===== src/rtl/core/swfd_pkg.sv =====
// Package for the sync word frame deframer.
// Holds shared constants, codes, types and the sync pattern function; no dependencies.
package swfd_pkg;

    localparam int unsigned SYNC_BYTES_DEF = 8;
    localparam int unsigned CFG_IDX_W      = 1;
    localparam int unsigned CFG_DATA_W     = 32;

    localparam logic [CFG_IDX_W-1:0] REG_SYNC_LOW  = 1'b0;
    localparam logic [CFG_IDX_W-1:0] REG_SYNC_HIGH = 1'b1;

    localparam logic [31:0] SYNC_LOW_RST  = 32'h1234_5678;
    localparam logic [31:0] SYNC_HIGH_RST = 32'h8765_4321;

    localparam logic [1:0] KIND_TEXT = 2'd0;
    localparam logic [1:0] KIND_NAME = 2'd1;
    localparam logic [1:0] KIND_DATA = 2'd2;
    localparam logic [1:0] KIND_NONE = 2'd3;

    localparam logic [1:0] ST_OK      = 2'd0;
    localparam logic [1:0] ST_NO_SEP  = 2'd1;
    localparam logic [1:0] ST_UNKNOWN = 2'd2;
    localparam logic [1:0] ST_SHORT   = 2'd3;

    localparam logic [31:0] TYPE_TEXT   = 32'd0;
    localparam logic [31:0] TYPE_BINARY = 32'd1;
    localparam logic [7:0]  SEP_CHAR    = 8'h7C;
    localparam logic [31:0] COUNT_MAX   = 32'hFFFF_FFFF;

    typedef enum logic [1:0] {
        PH_HUNT,
        PH_HEADER,
        PH_BODY
    } t_phase;

    typedef struct packed {
        logic       evict;
        logic [7:0] old_byte;
        logic [7:0] next_head;
        logic       sync;
    } t_win_info;

    typedef struct packed {
        logic [1:0]  byte_kind;
        logic [7:0]  out_byte;
        logic        frame_end;
        logic [31:0] frame_type;
        logic [31:0] declared_length;
        logic [31:0] body_bytes;
        logic [1:0]  frame_status;
    } t_result;

    function automatic logic [7:0] pattern_byte(input logic [31:0] low,
                                                input logic [31:0] high,
                                                input int unsigned idx);
        logic [7:0] res;
        if (idx < 4) begin
            res = low[8*idx +: 8];
        end else if (idx < 8) begin
            res = high[8*(idx-4) +: 8];
        end else begin
            res = 8'h00;
        end
        return res;
    endfunction

endpackage


===== src/rtl/core/swfd_byte_if.sv =====
// Input channel of the deframer: one raw stream byte per transfer.
// Depends on nothing.
interface swfd_byte_if;
    logic       valid;
    logic       ready;
    logic [7:0] data_byte;

    modport source (output valid, output data_byte, input ready);
    modport sink   (input valid, input data_byte, output ready);
endinterface


===== src/rtl/core/swfd_result_if.sv =====
// Result channel of the deframer: payload byte and frame report per transfer.
// Depends on nothing.
interface swfd_result_if;
    logic        valid;
    logic        ready;
    logic [1:0]  byte_kind;
    logic [7:0]  out_byte;
    logic        frame_end;
    logic [31:0] frame_type;
    logic [31:0] declared_length;
    logic [31:0] body_bytes;
    logic [1:0]  frame_status;

    modport source (output valid, output byte_kind, output out_byte, output frame_end,
                    output frame_type, output declared_length, output body_bytes,
                    output frame_status, input ready);
    modport sink   (input valid, input byte_kind, input out_byte, input frame_end,
                    input frame_type, input declared_length, input body_bytes,
                    input frame_status, output ready);
endinterface


===== src/rtl/core/swfd_window.sv =====
// Delay window, sync pattern registers and parallel pattern compare.
// Depends on swfd_pkg.
module swfd_window #(
    parameter int unsigned SYNC_BYTES = swfd_pkg::SYNC_BYTES_DEF
) (
    input  logic                             i_clk,
    input  logic                             i_rst_n,
    input  logic                             i_cfg_we,
    input  logic [swfd_pkg::CFG_IDX_W-1:0]   i_cfg_index,
    input  logic [swfd_pkg::CFG_DATA_W-1:0]  i_cfg_data,
    input  logic                             i_accept,
    input  logic [7:0]                       i_byte,
    output swfd_pkg::t_win_info              o_info
);

    localparam int unsigned FILL_W = $clog2(SYNC_BYTES + 1);

    logic [31:0]       r_sync_low;
    logic [31:0]       r_sync_high;
    logic [7:0]        r_win [SYNC_BYTES];
    logic [7:0]        n_win [SYNC_BYTES];
    logic [FILL_W-1:0] r_fill;
    logic [FILL_W-1:0] n_fill;
    logic              evict;
    logic              full_next;
    logic              match;

    always_ff @(posedge i_clk) begin
        if (!i_rst_n) begin
            r_sync_low  <= swfd_pkg::SYNC_LOW_RST;
            r_sync_high <= swfd_pkg::SYNC_HIGH_RST;
        end else if (i_cfg_we) begin
            case (i_cfg_index)
                swfd_pkg::REG_SYNC_LOW:  r_sync_low  <= i_cfg_data;
                swfd_pkg::REG_SYNC_HIGH: r_sync_high <= i_cfg_data;
                default: ;
            endcase
        end
    end

    assign evict     = (r_fill == FILL_W'(SYNC_BYTES));
    assign full_next = evict || (r_fill == FILL_W'(SYNC_BYTES - 1));

    always_comb begin
        for (int i = 0; i < SYNC_BYTES; i++) begin
            if (evict) begin
                n_win[i] = (i == SYNC_BYTES - 1) ? i_byte : r_win[(i + 1) % SYNC_BYTES];
            end else if (r_fill == FILL_W'(i)) begin
                n_win[i] = i_byte;
            end else begin
                n_win[i] = r_win[i];
            end
        end
    end

    always_comb begin
        match = full_next;
        for (int i = 0; i < SYNC_BYTES; i++) begin
            if (n_win[i] != swfd_pkg::pattern_byte(r_sync_low, r_sync_high, i)) begin
                match = 1'b0;
            end
        end
    end

    always_comb begin
        if (match) begin
            n_fill = '0;
        end else if (evict) begin
            n_fill = r_fill;
        end else begin
            n_fill = r_fill + FILL_W'(1);
        end
    end

    always_ff @(posedge i_clk) begin
        if (!i_rst_n) begin
            r_fill <= '0;
        end else if (i_accept) begin
            r_fill <= n_fill;
        end
    end

    always_ff @(posedge i_clk) begin
        if (i_accept) begin
            r_win <= n_win;
        end
    end

    assign o_info.evict     = evict;
    assign o_info.old_byte  = r_win[0];
    assign o_info.next_head = n_win[0];
    assign o_info.sync      = match;

    a_sync_empties: assert property (@(posedge i_clk) disable iff (!i_rst_n)
        (i_accept && match) |=> (r_fill == '0))
        else $error("window not emptied after a sync match");

    a_fill_bound: assert property (@(posedge i_clk) disable iff (!i_rst_n)
        (r_fill <= FILL_W'(SYNC_BYTES)))
        else $error("window fill beyond window size");

endmodule


===== src/rtl/core/swfd_frame.sv =====
// Frame tracker: header collection, body classification and frame reports.
// Depends on swfd_pkg.
module swfd_frame (
    input  logic                 i_clk,
    input  logic                 i_rst_n,
    input  logic                 i_accept,
    input  swfd_pkg::t_win_info  i_info,
    output logic                 o_res_valid,
    output swfd_pkg::t_result    o_res
);

    swfd_pkg::t_phase r_phase;
    swfd_pkg::t_phase n_phase;
    logic [2:0]       r_hdr_cnt;
    logic [2:0]       n_hdr_cnt;
    logic [31:0]      r_type;
    logic [31:0]      n_type;
    logic [31:0]      r_len;
    logic [31:0]      n_len;
    logic [31:0]      r_body;
    logic [31:0]      n_body;
    logic             r_sep_seen;
    logic             n_sep_seen;
    logic             r_skip;
    logic             n_skip;

    logic             hdr_done;
    logic             fend;
    logic [1:0]       kind;
    logic [1:0]       status;
    logic [2:0]       m_hdr_cnt;
    logic [31:0]      m_type;
    logic [31:0]      m_len;
    logic [31:0]      m_body;
    logic             m_sep_seen;
    logic             m_skip;

    assign hdr_done = (r_phase == swfd_pkg::PH_HEADER) && i_info.evict && (r_hdr_cnt == 3'd7);
    assign fend     = i_info.sync && (r_phase != swfd_pkg::PH_HUNT);

    always_comb begin
        n_phase = r_phase;
        if (hdr_done) begin
            n_phase = swfd_pkg::PH_BODY;
        end
        if (i_info.sync) begin
            n_phase = swfd_pkg::PH_HEADER;
        end
    end

    always_comb begin
        m_hdr_cnt  = r_hdr_cnt;
        m_type     = r_type;
        m_len      = r_len;
        m_body     = r_body;
        m_sep_seen = r_sep_seen;
        m_skip     = r_skip;
        kind       = swfd_pkg::KIND_NONE;
        if (i_info.evict && (r_phase == swfd_pkg::PH_HEADER)) begin
            for (int k = 0; k < 4; k++) begin
                if (r_hdr_cnt[1:0] == 2'(k)) begin
                    if (!r_hdr_cnt[2]) begin
                        m_type[8*k +: 8] = i_info.old_byte;
                    end else begin
                        m_len[8*k +: 8] = i_info.old_byte;
                    end
                end
            end
            m_hdr_cnt = r_hdr_cnt + 3'd1;
        end else if (i_info.evict && (r_phase == swfd_pkg::PH_BODY)) begin
            if (r_body != swfd_pkg::COUNT_MAX) begin
                m_body = r_body + 32'd1;
            end
            if (r_skip) begin
                m_skip = 1'b0;
            end else if (r_type == swfd_pkg::TYPE_TEXT) begin
                kind = swfd_pkg::KIND_TEXT;
            end else if (r_type == swfd_pkg::TYPE_BINARY) begin
                if (r_sep_seen) begin
                    kind = swfd_pkg::KIND_DATA;
                end else if ((i_info.old_byte == swfd_pkg::SEP_CHAR) && !i_info.sync &&
                             (i_info.next_head == swfd_pkg::SEP_CHAR)) begin
                    m_sep_seen = 1'b1;
                    m_skip     = 1'b1;
                end else begin
                    kind = swfd_pkg::KIND_NAME;
                end
            end
        end
    end

    always_comb begin
        if ((r_phase == swfd_pkg::PH_HEADER) && !hdr_done) begin
            status = swfd_pkg::ST_SHORT;
        end else if (m_type > swfd_pkg::TYPE_BINARY) begin
            status = swfd_pkg::ST_UNKNOWN;
        end else if ((m_type == swfd_pkg::TYPE_BINARY) && !m_sep_seen) begin
            status = swfd_pkg::ST_NO_SEP;
        end else begin
            status = swfd_pkg::ST_OK;
        end
    end

    always_comb begin
        if (i_info.sync) begin
            n_hdr_cnt  = '0;
            n_type     = '0;
            n_len      = '0;
            n_body     = '0;
            n_sep_seen = 1'b0;
            n_skip     = 1'b0;
        end else begin
            n_hdr_cnt  = m_hdr_cnt;
            n_type     = m_type;
            n_len      = m_len;
            n_body     = m_body;
            n_sep_seen = m_sep_seen;
            n_skip     = m_skip;
        end
    end

    always_ff @(posedge i_clk) begin
        if (!i_rst_n) begin
            r_phase    <= swfd_pkg::PH_HUNT;
            r_hdr_cnt  <= '0;
            r_type     <= '0;
            r_len      <= '0;
            r_body     <= '0;
            r_sep_seen <= 1'b0;
            r_skip     <= 1'b0;
        end else if (i_accept) begin
            r_phase    <= n_phase;
            r_hdr_cnt  <= n_hdr_cnt;
            r_type     <= n_type;
            r_len      <= n_len;
            r_body     <= n_body;
            r_sep_seen <= n_sep_seen;
            r_skip     <= n_skip;
        end
    end

    assign o_res_valid           = i_accept && ((kind != swfd_pkg::KIND_NONE) || fend);
    assign o_res.byte_kind       = kind;
    assign o_res.out_byte        = (kind != swfd_pkg::KIND_NONE) ? i_info.old_byte : 8'h00;
    assign o_res.frame_end       = fend;
    assign o_res.frame_type      = fend ? m_type : 32'd0;
    assign o_res.declared_length = fend ? m_len : 32'd0;
    assign o_res.body_bytes      = fend ? m_body : 32'd0;
    assign o_res.frame_status    = fend ? status : swfd_pkg::ST_OK;

    a_skip_after_sep: assert property (@(posedge i_clk) disable iff (!i_rst_n)
        r_skip |-> (r_sep_seen && (r_phase == swfd_pkg::PH_BODY)))
        else $error("separator skip pending without a separator in a body");

    a_hunt_clean: assert property (@(posedge i_clk) disable iff (!i_rst_n)
        (r_phase == swfd_pkg::PH_HUNT) |-> ((r_body == '0) && !r_sep_seen && (r_hdr_cnt == '0)))
        else $error("frame state dirty while hunting for the first sync");

endmodule


===== src/rtl/core/swfd_out_buf.sv =====
// Two-entry output register with skid stage for the result channel.
// Depends on swfd_pkg and swfd_result_if.
module swfd_out_buf (
    input  logic                  i_clk,
    input  logic                  i_rst_n,
    input  logic                  i_push_valid,
    input  swfd_pkg::t_result     i_push_data,
    output logic                  o_push_ready,
    swfd_result_if.source         o_result
);

    logic              r_main_valid;
    logic              r_skid_valid;
    swfd_pkg::t_result r_main;
    swfd_pkg::t_result r_skid;
    logic              push;
    logic              pop;

    assign o_push_ready = !r_skid_valid;
    assign push         = i_push_valid && !r_skid_valid;
    assign pop          = r_main_valid && o_result.ready;

    always_ff @(posedge i_clk) begin
        if (!i_rst_n) begin
            r_main_valid <= 1'b0;
            r_skid_valid <= 1'b0;
        end else if (!r_main_valid || pop) begin
            if (r_skid_valid) begin
                r_main_valid <= 1'b1;
                r_skid_valid <= 1'b0;
            end else begin
                r_main_valid <= push;
            end
        end else if (push) begin
            r_skid_valid <= 1'b1;
        end
    end

    always_ff @(posedge i_clk) begin
        if (!r_main_valid || pop) begin
            r_main <= r_skid_valid ? r_skid : i_push_data;
        end else if (push) begin
            r_skid <= i_push_data;
        end
    end

    assign o_result.valid           = r_main_valid;
    assign o_result.byte_kind       = r_main.byte_kind;
    assign o_result.out_byte        = r_main.out_byte;
    assign o_result.frame_end       = r_main.frame_end;
    assign o_result.frame_type      = r_main.frame_type;
    assign o_result.declared_length = r_main.declared_length;
    assign o_result.body_bytes      = r_main.body_bytes;
    assign o_result.frame_status    = r_main.frame_status;

    a_skid_order: assert property (@(posedge i_clk) disable iff (!i_rst_n)
        r_skid_valid |-> r_main_valid)
        else $error("skid entry held while the output register is empty");

endmodule


===== src/rtl/core/sync_word_frame_deframer.sv =====
// Top level of the sync word frame deframer.
// Depends on swfd_pkg, swfd_byte_if, swfd_result_if, swfd_window, swfd_frame and swfd_out_buf.
//
// Raw stream bytes arrive on i_byte, one per transfer. Each byte passes through a
// delay window of SYNC_BYTES bytes that is compared in parallel against the sync
// pattern held in two configuration registers, written through i_cfg_we,
// i_cfg_index and i_cfg_data; the user must write them only while the block is
// idle, which the block does not enforce. A body byte leaving the window is
// classified as text, filename or binary data and sent on o_result, apart from the
// separator pair and unknown types; a sync match after the first sends a frame
// report with type, declared length, body count and status. Bytes ahead of the
// first sync word are dropped. Payload appears only SYNC_BYTES input transfers
// after its own byte entered. One byte is taken in every cycle while i_byte.ready
// is high; a result is registered in the output buffer before it reaches o_result.
// Inputs that cause no result are absorbed silently. When the receiver stalls, a
// two-entry output buffer holds results and i_byte.ready falls only once both
// entries are full. Reset restores the default sync pattern, empties the window and
// the output buffer, and starts hunting for the first sync word.
module sync_word_frame_deframer #(
    parameter int unsigned SYNC_BYTES = swfd_pkg::SYNC_BYTES_DEF
) (
    input  logic                             i_clk,
    input  logic                             i_rst_n,
    input  logic                             i_cfg_we,
    input  logic [swfd_pkg::CFG_IDX_W-1:0]   i_cfg_index,
    input  logic [swfd_pkg::CFG_DATA_W-1:0]  i_cfg_data,
    swfd_byte_if.sink                        i_byte,
    swfd_result_if.source                    o_result
);

    logic                accept;
    logic                push_ready;
    logic                res_valid;
    swfd_pkg::t_win_info win_info;
    swfd_pkg::t_result   res;

    assign i_byte.ready = push_ready;
    assign accept       = i_byte.valid && push_ready;

    swfd_window #(
        .SYNC_BYTES (SYNC_BYTES)
    ) u_window (
        .i_clk       (i_clk),
        .i_rst_n     (i_rst_n),
        .i_cfg_we    (i_cfg_we),
        .i_cfg_index (i_cfg_index),
        .i_cfg_data  (i_cfg_data),
        .i_accept    (accept),
        .i_byte      (i_byte.data_byte),
        .o_info      (win_info)
    );

    swfd_frame u_frame (
        .i_clk       (i_clk),
        .i_rst_n     (i_rst_n),
        .i_accept    (accept),
        .i_info      (win_info),
        .o_res_valid (res_valid),
        .o_res       (res)
    );

    swfd_out_buf u_out_buf (
        .i_clk        (i_clk),
        .i_rst_n      (i_rst_n),
        .i_push_valid (res_valid),
        .i_push_data  (res),
        .o_push_ready (push_ready),
        .o_result     (o_result)
    );

endmodule

===== src/flat_wrapper.sv =====
// flat-port wrapper written by rule: the top's interface ports become plain ports
module sync_word_frame_deframer_flat 
#(
    parameter int unsigned SYNC_BYTES = swfd_pkg::SYNC_BYTES_DEF
)
  (i_clk, i_rst_n, i_cfg_we, i_cfg_index, i_cfg_data, i_byte_valid, i_byte_data_byte, i_byte_ready, o_result_valid, o_result_byte_kind, o_result_out_byte, o_result_frame_end, o_result_frame_type, o_result_declared_length, o_result_body_bytes, o_result_frame_status, o_result_ready);
  swfd_byte_if i_byte_i ();
  swfd_result_if o_result_i ();
  input  logic i_clk;
  input  logic i_rst_n;
  input  logic i_cfg_we;
  input  logic [swfd_pkg::CFG_IDX_W-1:0] i_cfg_index;
  input  logic [swfd_pkg::CFG_DATA_W-1:0] i_cfg_data;
  input wire logic [$bits(i_byte_i.valid)-1:0] i_byte_valid;
  input wire logic [$bits(i_byte_i.data_byte)-1:0] i_byte_data_byte;
  output wire logic [$bits(i_byte_i.ready)-1:0] i_byte_ready;
  output wire logic [$bits(o_result_i.valid)-1:0] o_result_valid;
  output wire logic [$bits(o_result_i.byte_kind)-1:0] o_result_byte_kind;
  output wire logic [$bits(o_result_i.out_byte)-1:0] o_result_out_byte;
  output wire logic [$bits(o_result_i.frame_end)-1:0] o_result_frame_end;
  output wire logic [$bits(o_result_i.frame_type)-1:0] o_result_frame_type;
  output wire logic [$bits(o_result_i.declared_length)-1:0] o_result_declared_length;
  output wire logic [$bits(o_result_i.body_bytes)-1:0] o_result_body_bytes;
  output wire logic [$bits(o_result_i.frame_status)-1:0] o_result_frame_status;
  input wire logic [$bits(o_result_i.ready)-1:0] o_result_ready;
  assign i_byte_i.valid = i_byte_valid;
  assign i_byte_i.data_byte = i_byte_data_byte;
  assign i_byte_ready = i_byte_i.ready;
  assign o_result_valid = o_result_i.valid;
  assign o_result_byte_kind = o_result_i.byte_kind;
  assign o_result_out_byte = o_result_i.out_byte;
  assign o_result_frame_end = o_result_i.frame_end;
  assign o_result_frame_type = o_result_i.frame_type;
  assign o_result_declared_length = o_result_i.declared_length;
  assign o_result_body_bytes = o_result_i.body_bytes;
  assign o_result_frame_status = o_result_i.frame_status;
  assign o_result_i.ready = o_result_ready;
  sync_word_frame_deframer #(.SYNC_BYTES(SYNC_BYTES)) u_core (.i_clk(i_clk), .i_rst_n(i_rst_n), .i_cfg_we(i_cfg_we), .i_cfg_index(i_cfg_index), .i_cfg_data(i_cfg_data), .i_byte(i_byte_i), .o_result(o_result_i));
endmodule

===== config.mk =====
export PLATFORM = sky130hd
export DESIGN_NAME = sync_word_frame_deframer_flat
export DESIGN_NICKNAME = d
export VERILOG_FILES = /design/src/rtl/core/swfd_pkg.sv /design/src/rtl/core/swfd_byte_if.sv /design/src/rtl/core/swfd_result_if.sv /design/src/rtl/core/swfd_window.sv /design/src/rtl/core/swfd_frame.sv /design/src/rtl/core/swfd_out_buf.sv /design/src/rtl/core/sync_word_frame_deframer.sv /design/src/flat_wrapper.sv
export SDC_FILE = /design/constraint.sdc
export NUM_CORES = 1
export LEC_CHECK = 0
export ABC_AREA = 1
export ABC_CLOCK_PERIOD_IN_PS = 24500
export BUFFER_PORTS_ARGS = -buffer_cell sky130_fd_sc_hd__buf_2
export CORE_ASPECT_RATIO = 0.7
export CORE_MARGIN = 1
export CORE_UTILIZATION = 45
export CTS_CLUSTER_SIZE = 10
export DETAILED_ROUTE_END_ITERATION = 8
export MAX_ROUTING_LAYER = met4
export PLACE_DENSITY = 0.7
export SYNTH_ARGS = -nofsm -noshare
export SYNTH_HDL_FRONTEND = slang
export SYNTH_SLANG_ARGS = --single-unit

===== constraint.sdc =====
create_clock -name i_clk -period 24.5 [get_ports i_clk]
set_clock_uncertainty 0.1 [all_clocks]
set_input_delay 7.35 -clock i_clk [delete_from_list [all_inputs] [get_ports i_clk]]
set_output_delay 7.35 -clock i_clk [all_outputs]
set_load 0.01 [all_outputs]

==> results of run 1 <==
## final cells by class
cell class                      count  area (um^2)
Antenna cell                        2         5.00
Clock buffer                       91         1480
Multi-Input combinational cell   1929         8710
Clock inverter                      5         62.6
Inverter                          266         1000
Fill cell                        4558        23300
Sequential cell                   455        11900
Tap cell                          655          820
Timing Repair Buffer              181          968
## metrics by stage
step,area (um^2),cells,total power [mW]
6_report,25000,3584,1.66
5_1_grt,25000,3584,1.72
4_1_cts,25000,3582,1.67
3_5_place_dp,23400,3486,0.955
3_3_place_gp,23400,3486,0.953
2_1_floorplan,22200,2788,0.913
## layer usage
metal  vias up  wire [um]
met3       131       6560
met4         0       1710
met2       977      27700
li1       9306          -
met1      9133      30600
met5         -          0
## Yosys cell counts, drive strengths merged
cell type  count
o21ai        151
xor2          21
inv          264
nor3          25
o21a           5
or2           18
nor4          20
o22ai         18
nand4         33
nand3        260
edfxtp       282
dfxtp        173
buf           50
clkbuf        88
nor4b          1
ha            10
xnor2         12
nand2        948
a211oi         2
nor2         253
nand3b        19
o211ai        18
nor3b          1
a21oi        114
clkinv         2
## cells by family (layout without fill, tap and decap cells)
group / count (synthesis) / count (layout)
compound gates: 308 / 308
xor+xnor: 33 / 33
fa+ha+maj: 10 / 10
buf+inv: 404 / 543
flops: 455 / 455
other cells: 0 / 2
simple gates: 1578 / 1578
## worst max-delay path, cell delays in order
cell and delay (ns):
buf_2 0.13, inv_1 0.22, nand3_1 0.11, nand3_1 0.14, nand2_1 0.14, nand2_1 0.08
nand2_1 0.05, nor2_1 0.10, nand2_1 0.05, nor2_1 0.17, nand2_1 0.07, nor2_1 0.11
nand2_2 0.15, nand2_1 0.12, nand2_1 0.05, nand2_1 0.10, nand2_1 0.08, nand3_1 0.08
nand2_1 0.11, nor2_4 0.51, buf_4 0.51, buf_4 0.75
## placed cells by master (no fill, tap or decap), types with 21 or more instances in the layout
cell | synthesis | final
nor2_1 | 242 | 240
xor2_1 | 21 | 21
nand4_1 | 33 | 33
buf_2 | 31 | 156
clkbuf_1 | 88 | 37
edfxtp_1 | 282 | 282
o21ai_0 | 125 | 125
dfxtp_1 | 173 | 172
clkbuf_16 | 0 | 53
buf_4 | 7 | 25
nand2_1 | 944 | 942
inv_1 | 258 | 256
nand3_1 | 253 | 253
nor3_1 | 23 | 23
a21oi_1 | 114 | 114
o21ai_1 | 25 | 25
## power by group
group | internal, mW | switching, mW | leakage [nW]
sequential | 0.824 | 0.0116 | 4.16
combinational | 0.0281 | 0.0799 | 5.26
clock | 0.407 | 0.312 | 0.728
## registers in the layout (all words and copies together) (netlist names)
register	cells
u_core.u_window.r_sync_low	32
u_core.u_frame.r_phase	2
u_core.u_frame.r_body	32
u_core.u_window.r_win	56
u_core.u_window.o_info	8
u_core.u_frame.r_type	32
u_core.u_out_buf.o_result.byte_kind	2
u_core.u_frame.r_skip	1
u_core.u_window.r_fill	4
u_core.u_frame.r_len	32
u_core.u_out_buf.o_result.frame_status	2
u_core.u_out_buf.r_skid_valid	1
u_core.u_out_buf.o_result.body_bytes	32
u_core.u_frame.r_hdr_cnt	3
u_core.u_out_buf.o_result.valid	1
u_core.u_out_buf.o_result.declared_length	32
u_core.u_out_buf.o_result.frame_type	32
u_core.u_out_buf.r_skid	109
u_core.u_frame.r_sep_seen	1
u_core.u_window.r_sync_high	32
u_core.u_out_buf.o_result.out_byte	8
u_core.u_out_buf.o_result.frame_end	1
## worst max-delay path by stage
stage                                   start                          end  cells after the start
after floorplan                o_result_ready   u_core.u_out_buf.r_skid[0]                      3
after CTS                 i_byte_data_byte[2]  u_core.u_out_buf.r_skid[62]                     22
after global placement    i_byte_data_byte[2]  u_core.u_out_buf.r_skid[56]                     22
final                     i_byte_data_byte[2]  u_core.u_out_buf.r_skid[62]                     22
after detailed placement  i_byte_data_byte[2]  u_core.u_out_buf.r_skid[52]                     22
after global routing      i_byte_data_byte[2]  u_core.u_out_buf.r_skid[62]                     22
==> flow_summary.json, run 1 <==
{
  "grt_max_degree": 99,
  "antenna_found_initial": 4,
  "yosys.area_share.simple_pct": 29.9,
  "cts_buffers": 52,
  "syn_area_per_cell_um2": 7.97,
  "yosysUniqueCellTypes": 37,
  "report.final.hold_viol_count": 0,
  "timing.rr.end": "u_core.u_out_buf.r_skid[62]",
  "finalCritPeriodShare_pct": 45.5,
  "cp-end-kind": "flop",
  "synth_xor_area_share_pct": 1.30,
  "leakage_nw": 10.1,
  "worst_slack_ns": 13.34,
  "min_from": "u_core.u_frame.r_len[31]",
  "die_x_um": 268,
  "post-route-min-period_ns": 11.16,
  "finalWeightedCongestion": 0.965,
  "yosysTopAreaCellShare_pct": 38.1,
  "cts_htree_levels": 2,
  "synth_nets": 2844,
  "rr_worst_depth": 21,
  "drive_above_1_share_pct": 10.0,
  "ys_ff_latch": 455,
  "drtIter0Drc": 2372,
  "hold_class": "reg2reg",
  "peakVddDrop_mv": 0.0467,
  "initial_core_util_pct": 46.0,
  "drc": 0,
  "path_max_fanout": 63,
  "synth_cells": 2788,
  "fmax_ghz": 0.0896,
  "max_slew_margin_pct": 23.4,
  "dieArea_mm2": 0.0503,
  "setup_tns_ns": 0,
  "grt_pass1_wl_mm": 104,
  "synth_warnings": 0,
  "hold_buffers": 0,
  "crit_type": "in2reg",
  "finalSetupViolCount": 0,
  "io_pins": 157,
  "grt-ovfl-total": 0,
  "cap_violations": 0,
  "synth_compound_area_share_pct": 7.33,
  "grt_use_met2_pct": 37.8,
  "wl_mm": 66.6,
  "cts.path.max_buffers": 3,
  "vias": 19500,
  "syn_area_mm2": 0.0222,
  "ff2ff_setup_slack_ns": 17.60,
  "coreArea_mm2": 0.0483,
  "final_core_util_pct": 51.7,
  "yosys-mux-area-fraction_pct": 0,
  "portBuffers": 156,
  "startpoint_type": "input port",
  "critPathArrivalTime_ns": 11.28,
  "yosys.area_share.adder_pct": 0.563,
  "status": "complete, no violations",
  "power_density_mw_per_mm2": 66.6,
  "grt_usage_pct": 27.3,
  "cts_tree": "yes",
  "clk_pin_slew_worst_paths_ns": 0.06,
  "rsz0062_at_grt": "no",
  "worstMarginPinSlew_ns": 1.15,
  "grt_util_met1_pct": 39.8,
  "post_cts_buffers": 0,
  "clkLatencyLatePin_ns": 0.61,
  "die_h_um": 188,
  "place_ws_ns": 12.75,
  "num_rows": 67,
  "ys_seq_area_share_pct": 53.7,
  "regToRegStartpoint": "u_core.u_window.r_fill[0]",
  "grt_busiest_layer": "met1",
  "vias_per_cell": 5.45,
  "hold_end": "u_core.u_frame.r_len[31]",
  "cts_resized": 0,
  "yosys.area.top_type": "edfxtp_1",
  "timing.hold.ws_ns": 0.363,
  "whs_path_depth": 2,
  "area_growth_pct": 12.4,
  "use_met3_pct": 5.53,
  "dp_hpwl_mm": 43.6,
  "synthTopCellsByArea": "edfxtp_1 38%, nand2_1 16%, dfxtp_1 16%, nand3_1 5.7%, inv_1 4.4%",
  "drtAntennaViolNets": 0,
  "synth_top_family_by_area": "simple AND/OR/NAND/NOR gates",
  "cts.sinks": 455,
  "grt_pass1_vias": 18300,
  "fin_nets": 2941,
  "slew_viol_final": 0,
  "wl_per_cell_um": 18.6,
  "required_ns": 24.62,
  "dr.pass1.iters": 6,
  "cts_root_buf": "clkbuf_16"
}
Note: power is estimated with default switching activity, not from simulation.
==> inputs of run 2 (changes only) <==
--- a/config.mk
+++ b/config.mk
@@ -5,8 +5,8 @@
 export SDC_FILE = /design/constraint.sdc
 export NUM_CORES = 1
 export LEC_CHECK = 0
-export ABC_AREA = 1
-export ABC_CLOCK_PERIOD_IN_PS = 24500
+export ABC_AREA = 0
+export ABC_CLOCK_PERIOD_IN_PS = 10000
 export BUFFER_PORTS_ARGS = -buffer_cell sky130_fd_sc_hd__buf_2
 export CORE_ASPECT_RATIO = 0.7
 export CORE_MARGIN = 1
@@ -14,7 +14,7 @@
 export CTS_CLUSTER_SIZE = 10
 export DETAILED_ROUTE_END_ITERATION = 8
 export MAX_ROUTING_LAYER = met4
-export PLACE_DENSITY = 0.7
+export PLACE_DENSITY = 0.73
 export SYNTH_ARGS = -nofsm -noshare
 export SYNTH_HDL_FRONTEND = slang
 export SYNTH_SLANG_ARGS = --single-unit
==> constraint.sdc (replaced) <==
create_clock -name i_clk -period 10 [get_ports i_clk]
set_clock_uncertainty 0.1 [all_clocks]
set_input_delay 3 -clock i_clk [delete_from_list [all_inputs] [get_ports i_clk]]
set_output_delay 3 -clock i_clk [all_outputs]
set_load 0.01 [all_outputs]
==> run 2 against run 1 <==
  * Critical endpoint is now u_core.u_frame.r_type[20]
  * Sequential power up 150%
  * Final area up 0.95%
  * Largest power group unchanged
  * Sequential share of layout area down 0.44 points
  * Worst setup slack worse by 11 ns
  * Synthesized cell count down 15%
  * Highest routed layer unchanged
  * Non-clock buffer count up 1
  * Synthesized area up 2.0%
==> flow_summary.json, run 2 <==
{
  "num_rows": 68,
  "finalSetupViolCount": 0,
  "cts_resized": 0,
  "yosys-mux-area-fraction_pct": 3.59,
  "critPathArrivalTime_ns": 7.62,
  "clkLatencyLatePin_ns": 0.60,
  "vias": 18800,
  "dp_hpwl_mm": 46.0,
  "synth_warnings": 0,
  "drtAntennaViolNets": 0,
  "final_cell_mix": "337 x nand2_1, 282 x edfxtp_1, 230 x nor2_1, 170 x dfxtp_1, 156 x buf_2",
  "async_flop_share_pct": 0,
  "power_density_mw_per_mm2": 167,
  "combPwrFrac_pct": 8.6,
  "worstPathCellList": "buf_2, nor3b_1, o21ai_0, and4_1, nor4_1, or4bb_1, or4_1, or4_1, o21ai_4, buf_4, nor2_1",
  "synth_most_common_cell": "nand2_1",
  "die_h_um": 190,
  "clk_pin_slew_worst_paths_ns": 0.06,
  "drc": 0,
  "hold_end": "u_core.u_window.r_sync_low[27]",
  "leakage_nw": 9.22,
  "cp_common_cell": "or4_1",
  "worstMarginPinSlew_ns": 1.24,
  "synth_common_cells": "338 x nand2_1, 282 x edfxtp_1, 230 x nor2_1, 173 x dfxtp_1, 149 x a21oi_1",
  "yosys.area_share.simple_pct": 19.2,
  "die_x_um": 270,
  "yosys.area_share.adder_pct": 0.552,
  "hold_buffers": 0,
  "yosysUniqueCellTypes": 84,
  "nFillCells": 4475,
  "required_ns": 10.35,
  "hold_class": "reg2reg",
  "timing.rr.end": "u_core.u_frame.r_type[20]",
  "vias_per_cell": 6.06,
  "cts.sinks": 455,
  "finalWeightedCongestion": 0.954,
  "synth_xor_area_share_pct": 3.67,
  "cts_htree_levels": 2,
  "clockPowerShare_pct": 42.0,
  "dpl_cell_area_mm2": 0.0237,
  "synth_cells": 2362,
  "coreArea_mm2": 0.0495,
  "syn_area_per_cell_um2": 9.60,
  "initial_core_util_pct": 45.8,
  "top_regs": "u_core.u_out_buf.r_skid (109), u_core.u_window.r_win (56)",
  "wl_mm": 68.6,
  "max_slew_margin_pct": 17.3,
  "synth_compound_area_share_pct": 15.6,
  "cts_buffers": 52,
  "stdcell_count": 3102,
  "dr.pass1.iters": 6,
  "yosysTopAreaCellShare_pct": 37.3,
  "synthTopCellsByArea": "edfxtp_1 37%, dfxtp_1 15%, nand2_1 5.6%, nor2_1 3.8%, mux2i_1 3.4%",
  "area_growth_pct": 11.2,
  "synth_top_family_by_area": "simple AND/OR/NAND/NOR gates",
  "wl_per_cell_um": 22.1,
  "drive_above_1_share_pct": 11.4,
  "largest_reg_flops": 109,
  "slew_viol_final": 0,
  "switching_share_pct": 25.2,
  "regToRegStartpoint": "u_core.u_window.r_fill[2]",
  "grt_usage_pct": 27.0,
  "yosys.area.top_type": "edfxtp_1",
  "ys_seq_area_share_pct": 52.6,
  "total_power_mw": 4.20,
  "synth_nets": 2418,
  "grt-ovfl-total": 0,
  "fin_area_mm2": 0.0252,
  "min_from": "u_core.u_window.r_sync_low[27]",
  "cts.path.max_buffers": 3,
  "cts_tree": "yes",
  "post_cts_buffers": 0,
  "portBuffers": 156,
  "cts_root_buf": "clkbuf_16",
  "dieArea_mm2": 0.0513,
  "grt_pass1_vias": 17000,
  "crit_type": "in2reg",
  "place_ws_ns": 2.35,
  "finalCritPeriodShare_pct": 72.7,
  "antenna_found_initial": 2,
  "p_sw_mw": 1.06,
  "p_seq_share_pct": 49.4,
  "regMostFlops": "u_core.u_out_buf.r_skid",
  "final_common_cell": "nand2_1",
  "post-route-min-period_ns": 7.27,
  "cap_violations": 0,
  "setup_tns_ns": 0,
  "drtIter0Drc": 2481,
  "ys_ff_latch": 455,
  "ff2ff_setup_slack_ns": 3.58,
  "cpPeakStageDelay_ns": 0.75,
  "startpoint_type": "input port",
  "fin_nets": 2451,
  "final_core_util_pct": 50.9,
  "peakVddDrop_mv": 0.142,
  "status": "complete, no violations",
  "antenna_cells": 0,
  "synth_edf_count": 282,
  "grt_max_degree": 200,
  "worst_slack_ns": 2.73,
  "timing.hold.ws_ns": 0.356,
  "crit_slowest_cell": "o21ai_4",
  "io_pins": 157,
  "rsz0062_at_grt": "no",
  "report.final.hold_viol_count": 0,
  "cp-end-kind": "flop",
  "p_int_mw": 3.14,
  "rr_worst_depth": 11,
  "whs_path_depth": 2,
  "grt_pass1_wl_mm": 104,
  "path_max_fanout": 48,
  "fmax_ghz": 0.138,
  "syn_area_mm2": 0.0227,
  "ys.flop_type": "edfxtp_1",
  "dp.cells": 3006
}
-- run 2: cell type report --
class / count / area [um^2] / share of cell area [%]
Multi-Input combinational cell: 1644 / 9710 / 38.5
Inverter: 60 / 228 / 0.903
Clock buffer: 93 / 1500 / 5.94
Tap cell: 665 / 832 / 3.30
Timing Repair Buffer: 182 / 988 / 3.92
Sequential cell: 455 / 11900 / 47.3
Clock inverter: 3 / 30.0 / 0.119
-- run 2: power by group through the flow --
stage	combinational (mW)	clock (mW)	sequential, mW
final	0.361	1.77	2.07
after CTS	0.348	1.79	2.07
after floorplan	0.234	0	2.09
after global placement	0.346	0	2.11
after detailed placement	0.348	0	2.11
after global routing	0.384	1.86	2.08
-- run 2: how the worst max path moves through the flow --
stage	from	endpoint	slack (ns)	cells past startpoint
floorplan	i_byte_data_byte[3]	u_core.u_out_buf.r_skid[0]	-4.04	13
global placement	i_byte_data_byte[4]	u_core.u_frame.r_type[19]	2.45	11
detailed placement	i_byte_data_byte[4]	u_core.u_frame.r_type[15]	2.35	11
CTS	i_byte_data_byte[4]	u_core.u_frame.r_type[20]	2.95	11
global route	i_byte_data_byte[4]	u_core.u_frame.r_len[7]	2.63	11
finish	i_byte_data_byte[4]	u_core.u_frame.r_type[20]	2.73	11
-- run 2: worst max-delay path: cells and delay by family --
| kind | cells | cell delay [ns] |
|---|---|---|
| simple gates | 7 | 2.92 |
| buf+inv | 2 | 0.75 |
| compound gates | 2 | 0.92 |
-- run 2: cells by family after synthesis --
| kind of cell | Yosys count |
|---|---|
| simple gates | 922 |
| compound gates | 536 |
| flops | 455 |
| buf+inv | 263 |
| xor+xnor | 95 |
| mux | 81 |
| fa+ha+maj | 10 |
-- run 2: metal layers --
metal  up-vias  share of wire [%]  global-route usage (%)
met5         -                  0                       -
met4         0                1.3                    5.04
met2       960                 40                    36.0
met1      9114                 48                    41.6
met3        83                 11                    5.77
li1       8641                  -                       -
